## src/rtl/spc_pkg.sv

```systemverilog
// ----------------------------------------------------------------------------
// Sync driven pixel capture package
// Widths, register indexes, reset values and shared types and functions.
// ----------------------------------------------------------------------------
package spc_pkg;

	// Largest line width or frame height the registers accept.
	localparam int MAX_DIMENSION = 2048;

	localparam int DIM_W      = $clog2(MAX_DIMENSION) + 1;
	localparam int CURSOR_W   = 11;
	localparam int ADDR_W     = 22;
	localparam int CODE_W     = 2;
	localparam int COLOUR_W   = 8;
	localparam int CFG_IDX_W  = 2;
	localparam int STEP_W     = $clog2(DIM_W);

	// Register indexes on the configuration port.
	localparam logic [CFG_IDX_W-1:0] REG_LINE_WIDTH   = 2'd0;
	localparam logic [CFG_IDX_W-1:0] REG_FRAME_HEIGHT = 2'd1;

	localparam logic [DIM_W-1:0] LINE_WIDTH_RESET   = 12'd320;
	localparam logic [DIM_W-1:0] FRAME_HEIGHT_RESET = 12'd200;

	// Pixel captured by the cursor stage, waiting for address and colour work.
	typedef struct packed {
		logic [CURSOR_W-1:0] col;
		logic [CURSOR_W-1:0] row;
		logic [CODE_W-1:0]   red;
		logic [CODE_W-1:0]   green;
		logic [CODE_W-1:0]   blue;
		logic                wr;
	} pix_s1_t;

	// Status of the row wrap unit seen by the cursor stage.
	typedef struct packed {
		logic                busy;
		logic [CURSOR_W-1:0] wrapped_row;
	} rowmod_status_t;

	// Clamp a written dimension into 1 .. MAX_DIMENSION.
	function automatic logic [DIM_W-1:0] clamp_dim(input logic [DIM_W-1:0] v);
		logic [DIM_W-1:0] r;
		if (v == '0) begin
			r = DIM_W'(1);
		end else if (v > DIM_W'(MAX_DIMENSION)) begin
			r = DIM_W'(MAX_DIMENSION);
		end else begin
			r = v;
		end
		return r;
	endfunction

	// A two-bit code times 85 is the code repeated four times.
	function automatic logic [COLOUR_W-1:0] widen_colour(input logic [CODE_W-1:0] code);
		return {4{code}};
	endfunction

endpackage

```

## src/rtl/spc_cfg_regs.sv

```systemverilog
// ----------------------------------------------------------------------------
// Configuration registers
// Holds line width and frame height, clamped on write.
// ----------------------------------------------------------------------------
module spc_cfg_regs (
	input  logic                           clk,
	input  logic                           arst_n,
	input  logic                           cfg_we,
	input  logic [spc_pkg::CFG_IDX_W-1:0]  cfg_index,
	input  logic [spc_pkg::DIM_W-1:0]      cfg_data,
	output logic [spc_pkg::DIM_W-1:0]      line_width,
	output logic [spc_pkg::DIM_W-1:0]      frame_height,
	output logic                           height_written
);
	import spc_pkg::*;

	logic [DIM_W-1:0] line_width_q;
	logic [DIM_W-1:0] frame_height_q;

	// Writes to unknown indexes are dropped.
	always_ff @(posedge clk or negedge arst_n) begin
		if (!arst_n) begin
			line_width_q   <= LINE_WIDTH_RESET;
			frame_height_q <= FRAME_HEIGHT_RESET;
		end else if (cfg_we) begin
			case (cfg_index)
				REG_LINE_WIDTH:   line_width_q   <= clamp_dim(cfg_data);
				REG_FRAME_HEIGHT: frame_height_q <= clamp_dim(cfg_data);
				default: ;
			endcase
		end
	end

	assign line_width     = line_width_q;
	assign frame_height   = frame_height_q;
	assign height_written = cfg_we && (cfg_index == REG_FRAME_HEIGHT);

endmodule

```

## src/rtl/spc_row_mod.sv

```systemverilog
// ----------------------------------------------------------------------------
// Row wrap unit
// Computes (row + 1) mod frame height by restoring subtraction, one bit a cycle.
// ----------------------------------------------------------------------------
module spc_row_mod (
	input  logic                          clk,
	input  logic                          arst_n,
	input  logic                          start,
	input  logic [spc_pkg::CURSOR_W-1:0]  row_cur,
	input  logic [spc_pkg::DIM_W-1:0]     frame_height,
	output spc_pkg::rowmod_status_t       status
);
	import spc_pkg::*;

	localparam int WIDE_W = 2 * DIM_W - 1;

	logic                busy_q;
	logic [STEP_W-1:0]   step_q;
	logic [DIM_W-1:0]    rem_q;
	logic [WIDE_W-1:0]   trial;
	logic [WIDE_W-1:0]   rem_wide;
	logic [DIM_W-1:0]    rem_next;

	// Divisor shifted to the current quotient bit.
	always_comb begin
		trial    = WIDE_W'(frame_height) << step_q;
		rem_wide = WIDE_W'(rem_q);
		if (rem_wide >= trial) begin
			rem_next = rem_q - trial[DIM_W-1:0];
		end else begin
			rem_next = rem_q;
		end
	end

	// A new frame height restarts the reduction from the current row.
	always_ff @(posedge clk or negedge arst_n) begin
		if (!arst_n) begin
			busy_q <= 1'b0;
			step_q <= '0;
			rem_q  <= '0;
		end else if (start) begin
			busy_q <= 1'b1;
			step_q <= STEP_W'(DIM_W - 1);
			rem_q  <= DIM_W'(row_cur) + DIM_W'(1);
		end else if (busy_q) begin
			rem_q <= rem_next;
			if (step_q == '0) begin
				busy_q <= 1'b0;
			end else begin
				step_q <= step_q - STEP_W'(1);
			end
		end
	end

	assign status.busy        = busy_q;
	assign status.wrapped_row = rem_q[CURSOR_W-1:0];

endmodule

```

## src/rtl/spc_cursor.sv

```systemverilog
// ----------------------------------------------------------------------------
// Cursor stage
// Detects sync edges, places the pixel and advances the cursor.
// ----------------------------------------------------------------------------
module spc_cursor (
	input  logic                          clk,
	input  logic                          arst_n,
	input  logic                          in_valid,
	output logic                          in_ready,
	input  logic                          vsync_level,
	input  logic                          hsync_level,
	input  logic [spc_pkg::CODE_W-1:0]    red_bits,
	input  logic [spc_pkg::CODE_W-1:0]    green_bits,
	input  logic [spc_pkg::CODE_W-1:0]    blue_bits,
	input  logic [spc_pkg::DIM_W-1:0]     line_width,
	input  logic [spc_pkg::DIM_W-1:0]     frame_height,
	input  spc_pkg::rowmod_status_t       rowmod,
	input  logic                          advance,
	output logic [spc_pkg::CURSOR_W-1:0]  row_cur,
	output logic                          s1_valid,
	output spc_pkg::pix_s1_t              s1_pix
);
	import spc_pkg::*;

	logic [CURSOR_W-1:0] column_q;
	logic [CURSOR_W-1:0] row_q;
	logic                last_vsync_q;
	logic                last_hsync_q;
	logic                valid_s1;
	pix_s1_t             pix_s1;

	logic                in_fire;
	logic                v_rise;
	logic                h_rise;
	logic [CURSOR_W-1:0] col_now;
	logic [CURSOR_W-1:0] row_now;
	logic [CURSOR_W-1:0] row_inc_cur;
	logic [CURSOR_W-1:0] row_inc_now;
	logic [DIM_W-1:0]    col_plus;
	logic [CURSOR_W-1:0] col_new;
	logic [CURSOR_W-1:0] row_new;

	// Step a row that lies inside the frame, wrapping at the frame height.
	function automatic logic [CURSOR_W-1:0] step_row(
		input logic [CURSOR_W-1:0] r,
		input logic [DIM_W-1:0]    h
	);
		logic [DIM_W-1:0] p;
		p = DIM_W'(r) + DIM_W'(1);
		return (p == h) ? '0 : p[CURSOR_W-1:0];
	endfunction

	assign in_fire = in_valid && in_ready;
	assign in_ready = !rowmod.busy && (!valid_s1 || advance);

	// Placement of this transaction's pixel.
	always_comb begin
		v_rise = vsync_level && !last_vsync_q;
		h_rise = hsync_level && !last_hsync_q;

		// A row left outside the frame by a height change wraps through the unit.
		if (DIM_W'(row_q) < frame_height) begin
			row_inc_cur = step_row(row_q, frame_height);
		end else begin
			row_inc_cur = rowmod.wrapped_row;
		end

		if (v_rise) begin
			col_now = '0;
			row_now = '0;
		end else if (h_rise) begin
			col_now = '0;
			row_now = row_inc_cur;
		end else begin
			col_now = column_q;
			row_now = row_q;
		end

		// After a sync edge the row is inside the frame.
		if (v_rise || h_rise) begin
			row_inc_now = step_row(row_now, frame_height);
		end else begin
			row_inc_now = row_inc_cur;
		end

		// Advance the column and wrap at the end of the line.
		col_plus = DIM_W'(col_now) + DIM_W'(1);
		if (col_plus >= line_width) begin
			col_new = '0;
			row_new = row_inc_now;
		end else begin
			col_new = col_plus[CURSOR_W-1:0];
			row_new = row_now;
		end
	end

	// Cursor state and sync history move with every accepted transaction.
	always_ff @(posedge clk or negedge arst_n) begin
		if (!arst_n) begin
			column_q     <= '0;
			row_q        <= '0;
			last_vsync_q <= 1'b0;
			last_hsync_q <= 1'b0;
		end else if (in_fire) begin
			column_q     <= col_new;
			row_q        <= row_new;
			last_vsync_q <= vsync_level;
			last_hsync_q <= hsync_level;
		end
	end

	// Stage register toward the address stage.
	always_ff @(posedge clk or negedge arst_n) begin
		if (!arst_n) begin
			valid_s1 <= 1'b0;
		end else if (in_fire) begin
			valid_s1 <= 1'b1;
		end else if (advance) begin
			valid_s1 <= 1'b0;
		end
	end

	always_ff @(posedge clk) begin
		if (in_fire) begin
			pix_s1.col   <= col_now;
			pix_s1.row   <= row_now;
			pix_s1.red   <= red_bits;
			pix_s1.green <= green_bits;
			pix_s1.blue  <= blue_bits;
			pix_s1.wr    <= (DIM_W'(col_now) < line_width) &&
			                (DIM_W'(row_now) < frame_height);
		end
	end

	assign row_cur  = row_q;
	assign s1_valid = valid_s1;
	assign s1_pix   = pix_s1;

endmodule

```

## src/rtl/spc_pixel_out.sv

```systemverilog
// ----------------------------------------------------------------------------
// Address and colour stage
// Forms the linear address and widened colours into the result register.
// ----------------------------------------------------------------------------
module spc_pixel_out (
	input  logic                          clk,
	input  logic                          arst_n,
	input  logic                          s1_valid,
	input  spc_pkg::pix_s1_t              s1_pix,
	input  logic [spc_pkg::DIM_W-1:0]     line_width,
	output logic                          advance,
	output logic                          out_valid,
	input  logic                          out_ready,
	output logic [spc_pkg::CURSOR_W-1:0]  pixel_column,
	output logic [spc_pkg::CURSOR_W-1:0]  pixel_row,
	output logic [spc_pkg::ADDR_W-1:0]    pixel_address,
	output logic [spc_pkg::COLOUR_W-1:0]  red_value,
	output logic [spc_pkg::COLOUR_W-1:0]  green_value,
	output logic [spc_pkg::COLOUR_W-1:0]  blue_value
);
	import spc_pkg::*;

	localparam int PROD_W = CURSOR_W + DIM_W;

	logic                out_valid_q;
	logic [CURSOR_W-1:0] column_q;
	logic [CURSOR_W-1:0] row_q;
	logic [ADDR_W-1:0]   address_q;
	logic [COLOUR_W-1:0] red_q;
	logic [COLOUR_W-1:0] green_q;
	logic [COLOUR_W-1:0] blue_q;
	logic [PROD_W-1:0]   address_full;

	// The result register frees up when empty or when its transaction is taken.
	assign advance = !out_valid_q || out_ready;

	assign address_full = PROD_W'(s1_pix.row) * PROD_W'(line_width) + PROD_W'(s1_pix.col);

	// Pixels outside the frame are dropped here.
	always_ff @(posedge clk or negedge arst_n) begin
		if (!arst_n) begin
			out_valid_q <= 1'b0;
		end else if (advance) begin
			out_valid_q <= s1_valid && s1_pix.wr;
		end
	end

	always_ff @(posedge clk) begin
		if (advance && s1_valid) begin
			column_q  <= s1_pix.col;
			row_q     <= s1_pix.row;
			address_q <= address_full[ADDR_W-1:0];
			red_q     <= widen_colour(s1_pix.red);
			green_q   <= widen_colour(s1_pix.green);
			blue_q    <= widen_colour(s1_pix.blue);
		end
	end

	assign out_valid     = out_valid_q;
	assign pixel_column  = column_q;
	assign pixel_row     = row_q;
	assign pixel_address = address_q;
	assign red_value     = red_q;
	assign green_value   = green_q;
	assign blue_value    = blue_q;

endmodule

```

## src/rtl/sync_driven_pixel_capture.sv

```systemverilog
// ----------------------------------------------------------------------------
// Sync driven pixel capture
// Turns sync levels and 2-bit colour pins into frame buffer writes.
// ----------------------------------------------------------------------------
//  Channel  | Handshake              | Payload
//  ---------+------------------------+----------------------------------------
//  in       | in_valid / in_ready    | vsync, hsync, red, green, blue pins
//  out      | out_valid / out_ready  | column, row, address, 8-bit colours
//  cfg      | cfg_we                 | cfg_index, cfg_data
//
// One transaction is taken per cycle while in_ready is high; its write passes
// through the cursor stage register and then the result register to the output.
// Ticks outside the frame produce no output transaction.
// A frame height write holds in_ready low while the row wrap unit reduces
// the current row against the new height.
// A stalled output holds the result register; the cursor stage keeps one
// more transaction before in_ready falls.
// ----------------------------------------------------------------------------
module sync_driven_pixel_capture (
	input  logic                          clk,
	input  logic                          arst_n,
	input  logic                          cfg_we,
	input  logic [spc_pkg::CFG_IDX_W-1:0] cfg_index,
	input  logic [spc_pkg::DIM_W-1:0]     cfg_data,
	input  logic                          in_valid,
	output logic                          in_ready,
	input  logic                          vsync_level,
	input  logic                          hsync_level,
	input  logic [spc_pkg::CODE_W-1:0]    red_bits,
	input  logic [spc_pkg::CODE_W-1:0]    green_bits,
	input  logic [spc_pkg::CODE_W-1:0]    blue_bits,
	output logic                          out_valid,
	input  logic                          out_ready,
	output logic [spc_pkg::CURSOR_W-1:0]  pixel_column,
	output logic [spc_pkg::CURSOR_W-1:0]  pixel_row,
	output logic [spc_pkg::ADDR_W-1:0]    pixel_address,
	output logic [spc_pkg::COLOUR_W-1:0]  red_value,
	output logic [spc_pkg::COLOUR_W-1:0]  green_value,
	output logic [spc_pkg::COLOUR_W-1:0]  blue_value
);
	import spc_pkg::*;

	logic [DIM_W-1:0]    line_width;
	logic [DIM_W-1:0]    frame_height;
	logic                height_written;
	logic [CURSOR_W-1:0] row_cur;
	rowmod_status_t      rowmod;
	logic                advance;
	logic                s1_valid;
	pix_s1_t             s1_pix;

	spc_cfg_regs u_cfg (
		.clk            (clk),
		.arst_n         (arst_n),
		.cfg_we         (cfg_we),
		.cfg_index      (cfg_index),
		.cfg_data       (cfg_data),
		.line_width     (line_width),
		.frame_height   (frame_height),
		.height_written (height_written)
	);

	spc_row_mod u_row_mod (
		.clk          (clk),
		.arst_n       (arst_n),
		.start        (height_written),
		.row_cur      (row_cur),
		.frame_height (frame_height),
		.status       (rowmod)
	);

	spc_cursor u_cursor (
		.clk          (clk),
		.arst_n       (arst_n),
		.in_valid     (in_valid),
		.in_ready     (in_ready),
		.vsync_level  (vsync_level),
		.hsync_level  (hsync_level),
		.red_bits     (red_bits),
		.green_bits   (green_bits),
		.blue_bits    (blue_bits),
		.line_width   (line_width),
		.frame_height (frame_height),
		.rowmod       (rowmod),
		.advance      (advance),
		.row_cur      (row_cur),
		.s1_valid     (s1_valid),
		.s1_pix       (s1_pix)
	);

	spc_pixel_out u_pixel_out (
		.clk           (clk),
		.arst_n        (arst_n),
		.s1_valid      (s1_valid),
		.s1_pix        (s1_pix),
		.line_width    (line_width),
		.advance       (advance),
		.out_valid     (out_valid),
		.out_ready     (out_ready),
		.pixel_column  (pixel_column),
		.pixel_row     (pixel_row),
		.pixel_address (pixel_address),
		.red_value     (red_value),
		.green_value   (green_value),
		.blue_value    (blue_value)
	);

endmodule

```

## config.mk

```make
export PLATFORM = sky130hd
export DESIGN_NAME = sync_driven_pixel_capture
export DESIGN_NICKNAME = d
export VERILOG_FILES = /design/src/rtl/spc_pkg.sv /design/src/rtl/spc_cfg_regs.sv /design/src/rtl/spc_row_mod.sv /design/src/rtl/spc_cursor.sv /design/src/rtl/spc_pixel_out.sv /design/src/rtl/sync_driven_pixel_capture.sv
export SDC_FILE = /design/constraint.sdc
export NUM_CORES = 1
export LEC_CHECK = 0
export BUFFER_PORTS_ARGS = -buffer_cell sky130_fd_sc_hd__buf_2
export CAP_MARGIN = 5
export CELL_PAD_IN_SITES_DETAIL_PLACEMENT = 0
export CELL_PAD_IN_SITES_GLOBAL_PLACEMENT = 1
export CORE_MARGIN = 2
export CORE_UTILIZATION = 32
export DETAILED_ROUTE_END_ITERATION = 7
export PLACE_DENSITY_LB_ADDON = 0.1
export REMOVE_ABC_BUFFERS = 1
export SYNTH_ARGS = -nofsm -noshare
export SYNTH_HDL_FRONTEND = slang
export SYNTH_SLANG_ARGS = --single-unit
```

## constraint.sdc

```tcl
create_clock -name clk -period 5.1 [get_ports clk]
set_input_delay 0.255 -clock clk [delete_from_list [all_inputs] [get_ports clk]]
set_output_delay 0.255 -clock clk [all_outputs]
set_load 0.005 [all_outputs]
```

Yosys cells after proc, flatten, opt, wreduce, memory -nomap -nowiden:

Cells that the tools add are included.

* register bits after elaboration: 164
* bits in writable memories: 0
* output and inout port bits: 70
* input port bits: 27
* memories kept: 0
* logic and storage cells: 90
* bits in latches: 0
* bits in read-only memories: 0

* bitwise logic cells: 0
* $lt $le $gt $ge: 6
* muxes and demuxes: 23
* shifts and indexed selects: 1
* add/subtract/negate cells: 6
* $mul: 1
* reduce and logical (&&, ||, !) cells: 26
* eq/ne operators: 4
* div/mod/pow operators: 0

Operator list (number)
* $mux W11: 10
* $mux W12: 5
* $add A11 B1 Y12 const B: 3
* $lt A11 B12 Y1: 3
* $eq A12 B12 Y1: 2
* $ge A12 B23 Y1: 1
* $shl A12 B4 Y23: 1
* $add A22 B11 Y22: 1
* $mul A11 B12 Y22: 1
* $ge A12 B12 Y1: 1
* $gt A12 B12 Y1 const B: 1
* $logic_not A12 Y1: 1
* $mux W4: 3
* $sub A12 B12 Y12: 1
* $logic_and A1 B1 Y1: 8
* $reduce_and A2 Y1: 4
* $reduce_bool A2 Y1: 3
* $logic_not A1 Y1: 5
* $mux W1: 5
* $logic_not A4 Y1: 1
* $sub A4 B1 Y4 const B: 1
* $logic_or A1 B1 Y1: 3
* $eq A2 B1 Y1 const B: 1
* $logic_not A2 Y1: 1
* $ne A2 B2 Y1 const B: 1

Depth between registers and ports, before layout:

* word-level depth: 11
* mapped depth: 25
* gate-level depth less buffers: 24

By module:

Synthesis repeated with hierarchy kept, for this count alone.

* cell total of the unflattened synthesis: 1564
* area, all modules: 14513.9 um2

By module, submodules not included
* spc_pixel_out: cells an instance 643, instances 1, area an instance 6428.7 um2, sequential area each 1526.5 um2
* spc_cursor: cells an instance 533, instances 1, area an instance 4759.6 um2, sequential area each 1496.4 um2
* spc_row_mod: cells an instance 290, instances 1, area an instance 2309.7 um2, sequential area each 425.4 um2
* spc_cfg_regs: cells an instance 98, instances 1, area an instance 1016.0 um2, sequential area each 606.8 um2

Worst setup path after synthesis:

No wires, ideal clock.

* path kind: register to register
* start point: register u_cfg.line_width_q[6] (netlist: u_cfg.line_width[6])
* end point: register u_pixel_out.address_q[18] (netlist: u_pixel_out.pixel_address[18]), data pin
* data arrival time: 5296 ps
* cell stages (with the launch flop): 20
* period minus slack after synthesis: 5554 ps
* library setup time: 259 ps
* data required time: 4841 ps
* path buffers: 1
* setup slack: -454 ps
* cells stage by stage: dfstp_2 > clkbuf_1 > nand2_1 > fa_1 > fa_1 > fa_1 > inv_1 > fa_1 > inv_1 > fa_1 > inv_1 > ha_1 > a21boi_0 > o21a_1 > or3_1 > a21o_1 > a31o_2 > a41oi_1 > nor2b_1 > xnor2_1

* longest elaborated chain between the ends: 2

Ends and longest elaborated chain
* from (decl): line spc_cfg_regs.sv:17 `logic [DIM_W-1:0] line_width_q;`
* from (signal assigned): line spc_cfg_regs.sv:27 `REG_LINE_WIDTH: line_width_q <= clamp_dim(cfg_data);`
* $mul A11 B12 Y22: line spc_pixel_out.sv:37 `assign address_full = PROD_W'(s1_pix.row) * PROD_W'(line_width) + PROD_W'(s1_pix.col);`
* $add A22 B11 Y22: line spc_pixel_out.sv:37
* named net u_pixel_out.address_full[18]: line spc_pixel_out.sv:32 `logic [PROD_W-1:0] address_full;`
* to (signal assigned): line spc_pixel_out.sv:52 `address_q <= address_full[ADDR_W-1:0];`
* to (decl): line spc_pixel_out.sv:28 `logic [ADDR_W-1:0] address_q;`

The timed path passes the listed nets, and every way through them passes these cells.
A chain may end at the register's enable or synchronous reset.

Final worst setup path:

* start point: register u_cursor.pix_s1 (netlist bit u_cursor.s1_pix[9])
* end point: register u_pixel_out.address_q[19] (netlist: u_pixel_out.pixel_address[19]), data pin

* longest elaborated chain between the ends: 2

Ends and longest elaborated chain
* from (decl): line spc_cursor.sv:30 `pix_s1_t pix_s1;`
* $mul A11 B12 Y22: line spc_pixel_out.sv:37
* $add A22 B11 Y22: line spc_pixel_out.sv:37
* named net u_pixel_out.address_full[19]: line spc_pixel_out.sv:32

The timed path passes the listed nets, and every way through them passes these cells.

==> run_results.csv <==
group,metric,value,unit
run_status,outcome,"finished, violations left",
run_status,failed_checks,"negative setup slack",
min_path,worstHoldPathCells,4,
setup_path,cp_max_fo,4,
global_routing,antenna_found_initial,0,
cts,clkLatencyLatePin,0.47,ns
setup_path,reg2regPathDepth,22,
sta,maxSlewViolCount,0,
drt,vias_per_cell,4.85,
power,combPwrFrac,67.7,%
sta,grt_setup_unrepaired,"yes",
drt,vias,11100,
floorplanning,ios,97,
sta,min_period_over_period,105,%
cells_and_area,mostFrequentLayoutCell,"nand2_1",
cts,clkTransAtPathRegs,0.07,ns
cts,numCtsBuffers,17,
cts,htree_levels,4,
floorplanning,dieArea,44900,sq um
synthesis,synth-async-reset-ratio,45.9,%
setup_path,path_common_cell,"fa_1",
place,place_hpwl,33.1,mm
power,pwr-share-seq,20.5,%
cts,cts-root-buf,"clkbuf_16",
setup_path,r2r_slack,-0.28,ns
min_path,hold_start,"out_ready",
cells_and_area,drive_above_1_share,21.8,%
drt,wire_per_inst,18.2,microns
min_path,min_to,"u_cursor.s1_valid$_DFFE_PN0P_",
floorplanning,fp.dieH,212,microns
setup_path,end_kind,"flip-flop",
setup_path,path_cells,"buf_6, buf_6, nand2_4, fa_1, fa_1, fa_1, inv_2, fa_1, inv_1, fa_1, inv_2, ha_4, a21boi_4, o21ai_1, buf_4, a21boi_4, o31a_1, o211ai_1, nand2_1, a41oi_2, nor2b_4, xnor2_1",
setup_path,r2r-end,"u_pixel_out.pixel_address[19]$_DFFE_PP_",
power,p_leak,0.00773,uW
synthesis,synth_area_leaders,"edfxtp_1, fa_1, dfrtp_1, ha_1, nand2_1",
power,power.share.clock,11.9,%
place,placed_area,15600,sq um
setup_path,critPathArrivalTime,5.61,ns
job,drv_cap,0,
cells_and_area,final_cell_mix,"nand2_1, inv_1, buf_4",
power,power_density,620,nW/um^2
global_routing,grt_usage,19.6,%
cells_and_area,finish.net_count,1942,
power,switching_power,4710,uW
floorplanning,rows,76,
sta,final_hold_viol_count,0,
sta,whs,0.0607,ns
floorplanning,coreArea,42900,sq um
synthesis,yosysTopAreaCellShare,17.1,%
floorplanning,die_width,212,microns
place,portBuffers,96,
global_routing,grt_overflow,0,
drt,drt_wl_total,41.8,mm
synthesis,synth_flop_cell,"edfxtp_1",
min_path,hold_class,"in -> reg",
sta,layout_setup_ws,-0.276,ns
synthesis,yosysSeqAreaShare,29.3,%
global_routing,grt_max_degree,51,
cts,cts.sinks,146,
cts,cts_tree,"built",
synthesis,synthesis.area,13800,sq um
drt,dr.pass1.iters,5,
place,post-place-ws,-0.657,ns
drt,drc,0,
drt,postRouteAntennaNets,0,
sta,finalCriticalPeriod,5.38,ns
place,gp_congestion,0.854,
cells_and_area,antenna_cells,0,
sta,fmaxAchievable,186,MHz
power,switching_share,45.2,%
cells_and_area,finish.instance_area,16800,sq um
synthesis,synthCells,1514,
cells_and_area,synthToLayoutAreaGrowth,21.1,%
synthesis,yosysTopAreaCell,"edfxtp_1",
synthesis,synth-edff-count,79,
setup_path,worst_setup_path_start_kind,"flip-flop",
drt,drt-initial-drc-count,645,
synthesis,yosys_warnings,0,
synthesis,netlist-cell-type-count,79,
global_routing,grt_pass1_vias,11600,
sta,relSlewSlack,39.3,%
setup_path,cp_num_buf_inv,6,
sta,max_slew.worst_pin.slew,0.907,ns
synthesis,ys_seq_elements,146,
setup_path,crit_type,"reg -> reg",
sta,skew,0.0104,ns
setup_path,cp.required,5.33,ns
setup_path,crit_family,"adder cells",
setup_path,reg2reg_from,"u_cursor.s1_pix[9]$_DFFE_PP_",
cts,cts.path.max_buffers,2,
floorplanning,initial_utilization,32.3,%
power,intPower,5700,uW
power,max-vdd-ir-drop,0.000373,V
global_routing,grt_pass1_wl,65.9,mm
synthesis,synth_area_per_cell,9.14,sq um
sta,finalSetupViolCount,6,
setup_path,crit_path_max_incr_delay,0.51,ns
setup_path,critPathSlowestCell,"fa_1",
area by class of cell:
cell class	count	area (sq um)
multi-input combinational	1079	8930
timing repair buffer	254	1750
clock buffer	20	458
sequential	146	4060
fill	4381	26100
clock inverter	12	96.3
tap	585	732
inverter	199	749
logic make-up after synthesis:
family	synth area share, %
AOI/OAI and AO/OA	14.1
xor gates and xnor gates	4.68
adders and majority gates	25.1
buffers and inverters	8.49
DFF	29.3
muxes	1.83
and+or+nand+nor	16.5
power groups by stage:
stage	clock network, uW	registers (uW)	logic (uW)
after detailed placement	0	2150	6350
after global routing	1330	2170	7960
after global placement	0	2150	6330
after floorplan	0	2130	4170
final	1240	2130	7040
after CTS	1290	2120	6790
synth_stat cells, types with 5 or more instances:
| master | n |
|---|---|
| nand2_1 | 230 |
| inv_1 | 198 |
| ha_1 | 118 |
| fa_1 | 100 |
| o21ai_0 | 82 |
| edfxtp_1 | 79 |
| dfrtp_1 | 62 |
| a21oi_1 | 60 |
| nor2_1 | 59 |
| clkbuf_1 | 58 |
| and2_1 | 54 |
| xnor2_1 | 53 |
| nand2b_1 | 23 |
| buf_4 | 21 |
| and3_1 | 19 |
| nand3_1 | 18 |
| o21a_1 | 18 |
| a31oi_1 | 15 |
| mux2i_1 | 14 |
| nor2b_1 | 14 |
| xor2_1 | 14 |
| a21o_1 | 13 |
| nor3_1 | 11 |
| mux2_2 | 10 |
| nand4_1 | 10 |
| a22oi_1 | 9 |
| buf_2 | 9 |
| o31ai_1 | 9 |
| o211ai_1 | 8 |
| o22ai_1 | 8 |
| a211oi_1 | 7 |
| a21boi_0 | 7 |
| a22o_1 | 7 |
| a31o_2 | 6 |
| or2_2 | 6 |
| a221oi_1 | 5 |
| and4_1 | 5 |
| dfstp_2 | 5 |
| nand3b_1 | 5 |
| or3_1 | 5 |
timing repair:
action / 4_1_cts / 5_1_grt
endpoints found under the hold margin: 37 / 0
hold buffers: 9 / 0
resized for setup: 49 / 34
endpoints found under the setup margin: 9 / 8
pin swaps: 36 / 40
buffers inserted: 10 / 8
per-stage QoR:
step	cells	utilization, %	setup TNS, ns	total power (uW)
after floorplan	1424	-	-1.36	6300
final	2295	39.1	-1.25	10400
after global placement	2237	36.4	-3.76	8480
after CTS	2288	38.6	-1.11	10200
after global routing	2295	39.1	-2.72	11500
after detailed placement	2237	36.4	-3.88	8500
worst register-to-register path: cells and delay by family, from the launching register on:
kind,cells,cell delay [ns]
flops,1,0.47
xor+xnor,1,0.07
fa+ha+maj,6,2.63
buf+inv,6,0.56
simple gates,3,0.35
compound gates,6,1.05
metal layers:
metal	vias to the layer above	track usage [%]	routed length, microns
met5	-	0	0
met4	0	6.97	1110
met3	60	2.90	1170
met2	185	33.9	20700
met1	5446	24.8	18900
li1	5438	-	-
how the worst max path moves through the flow:
stage                     slack, ns  cells after the start                                       to                           from
after floorplan               -0.33                     21  u_pixel_out.pixel_address[18]$_DFFE_PP_  u_cursor.s1_pix[11]$_DFFE_PP_
after global placement        -0.63                     22  u_pixel_out.pixel_address[18]$_DFFE_PP_   u_cursor.s1_pix[9]$_DFFE_PP_
after detailed placement      -0.66                     22  u_pixel_out.pixel_address[20]$_DFFE_PP_   u_cursor.s1_pix[9]$_DFFE_PP_
after CTS                     -0.26                     20  u_pixel_out.pixel_address[18]$_DFFE_PP_   u_cursor.s1_pix[9]$_DFFE_PP_
after global routing          -0.51                     22  u_pixel_out.pixel_address[19]$_DFFE_PP_   u_cursor.s1_pix[9]$_DFFE_PP_
final                         -0.28                     22  u_pixel_out.pixel_address[19]$_DFFE_PP_   u_cursor.s1_pix[9]$_DFFE_PP_
state kept, by name (all words and copies together), names as in the netlist, 2 cells and up:
| name | flops |
|---|---|
| u_cfg.line_width | 12 |
| u_cursor.row_cur | 11 |
| u_pixel_out.blue_value | 2 |
| u_cursor.s1_pix | 29 |
| u_pixel_out.pixel_address | 22 |
| u_pixel_out.green_value | 2 |
| u_pixel_out.pixel_column | 11 |
| u_cursor.column_q | 11 |
| u_row_mod.rem_q | 12 |
| u_cfg.frame_height | 12 |
| u_row_mod.step_q | 4 |
| u_pixel_out.pixel_row | 11 |
| u_pixel_out.red_value | 2 |
(Power assumes the default switching activity.)
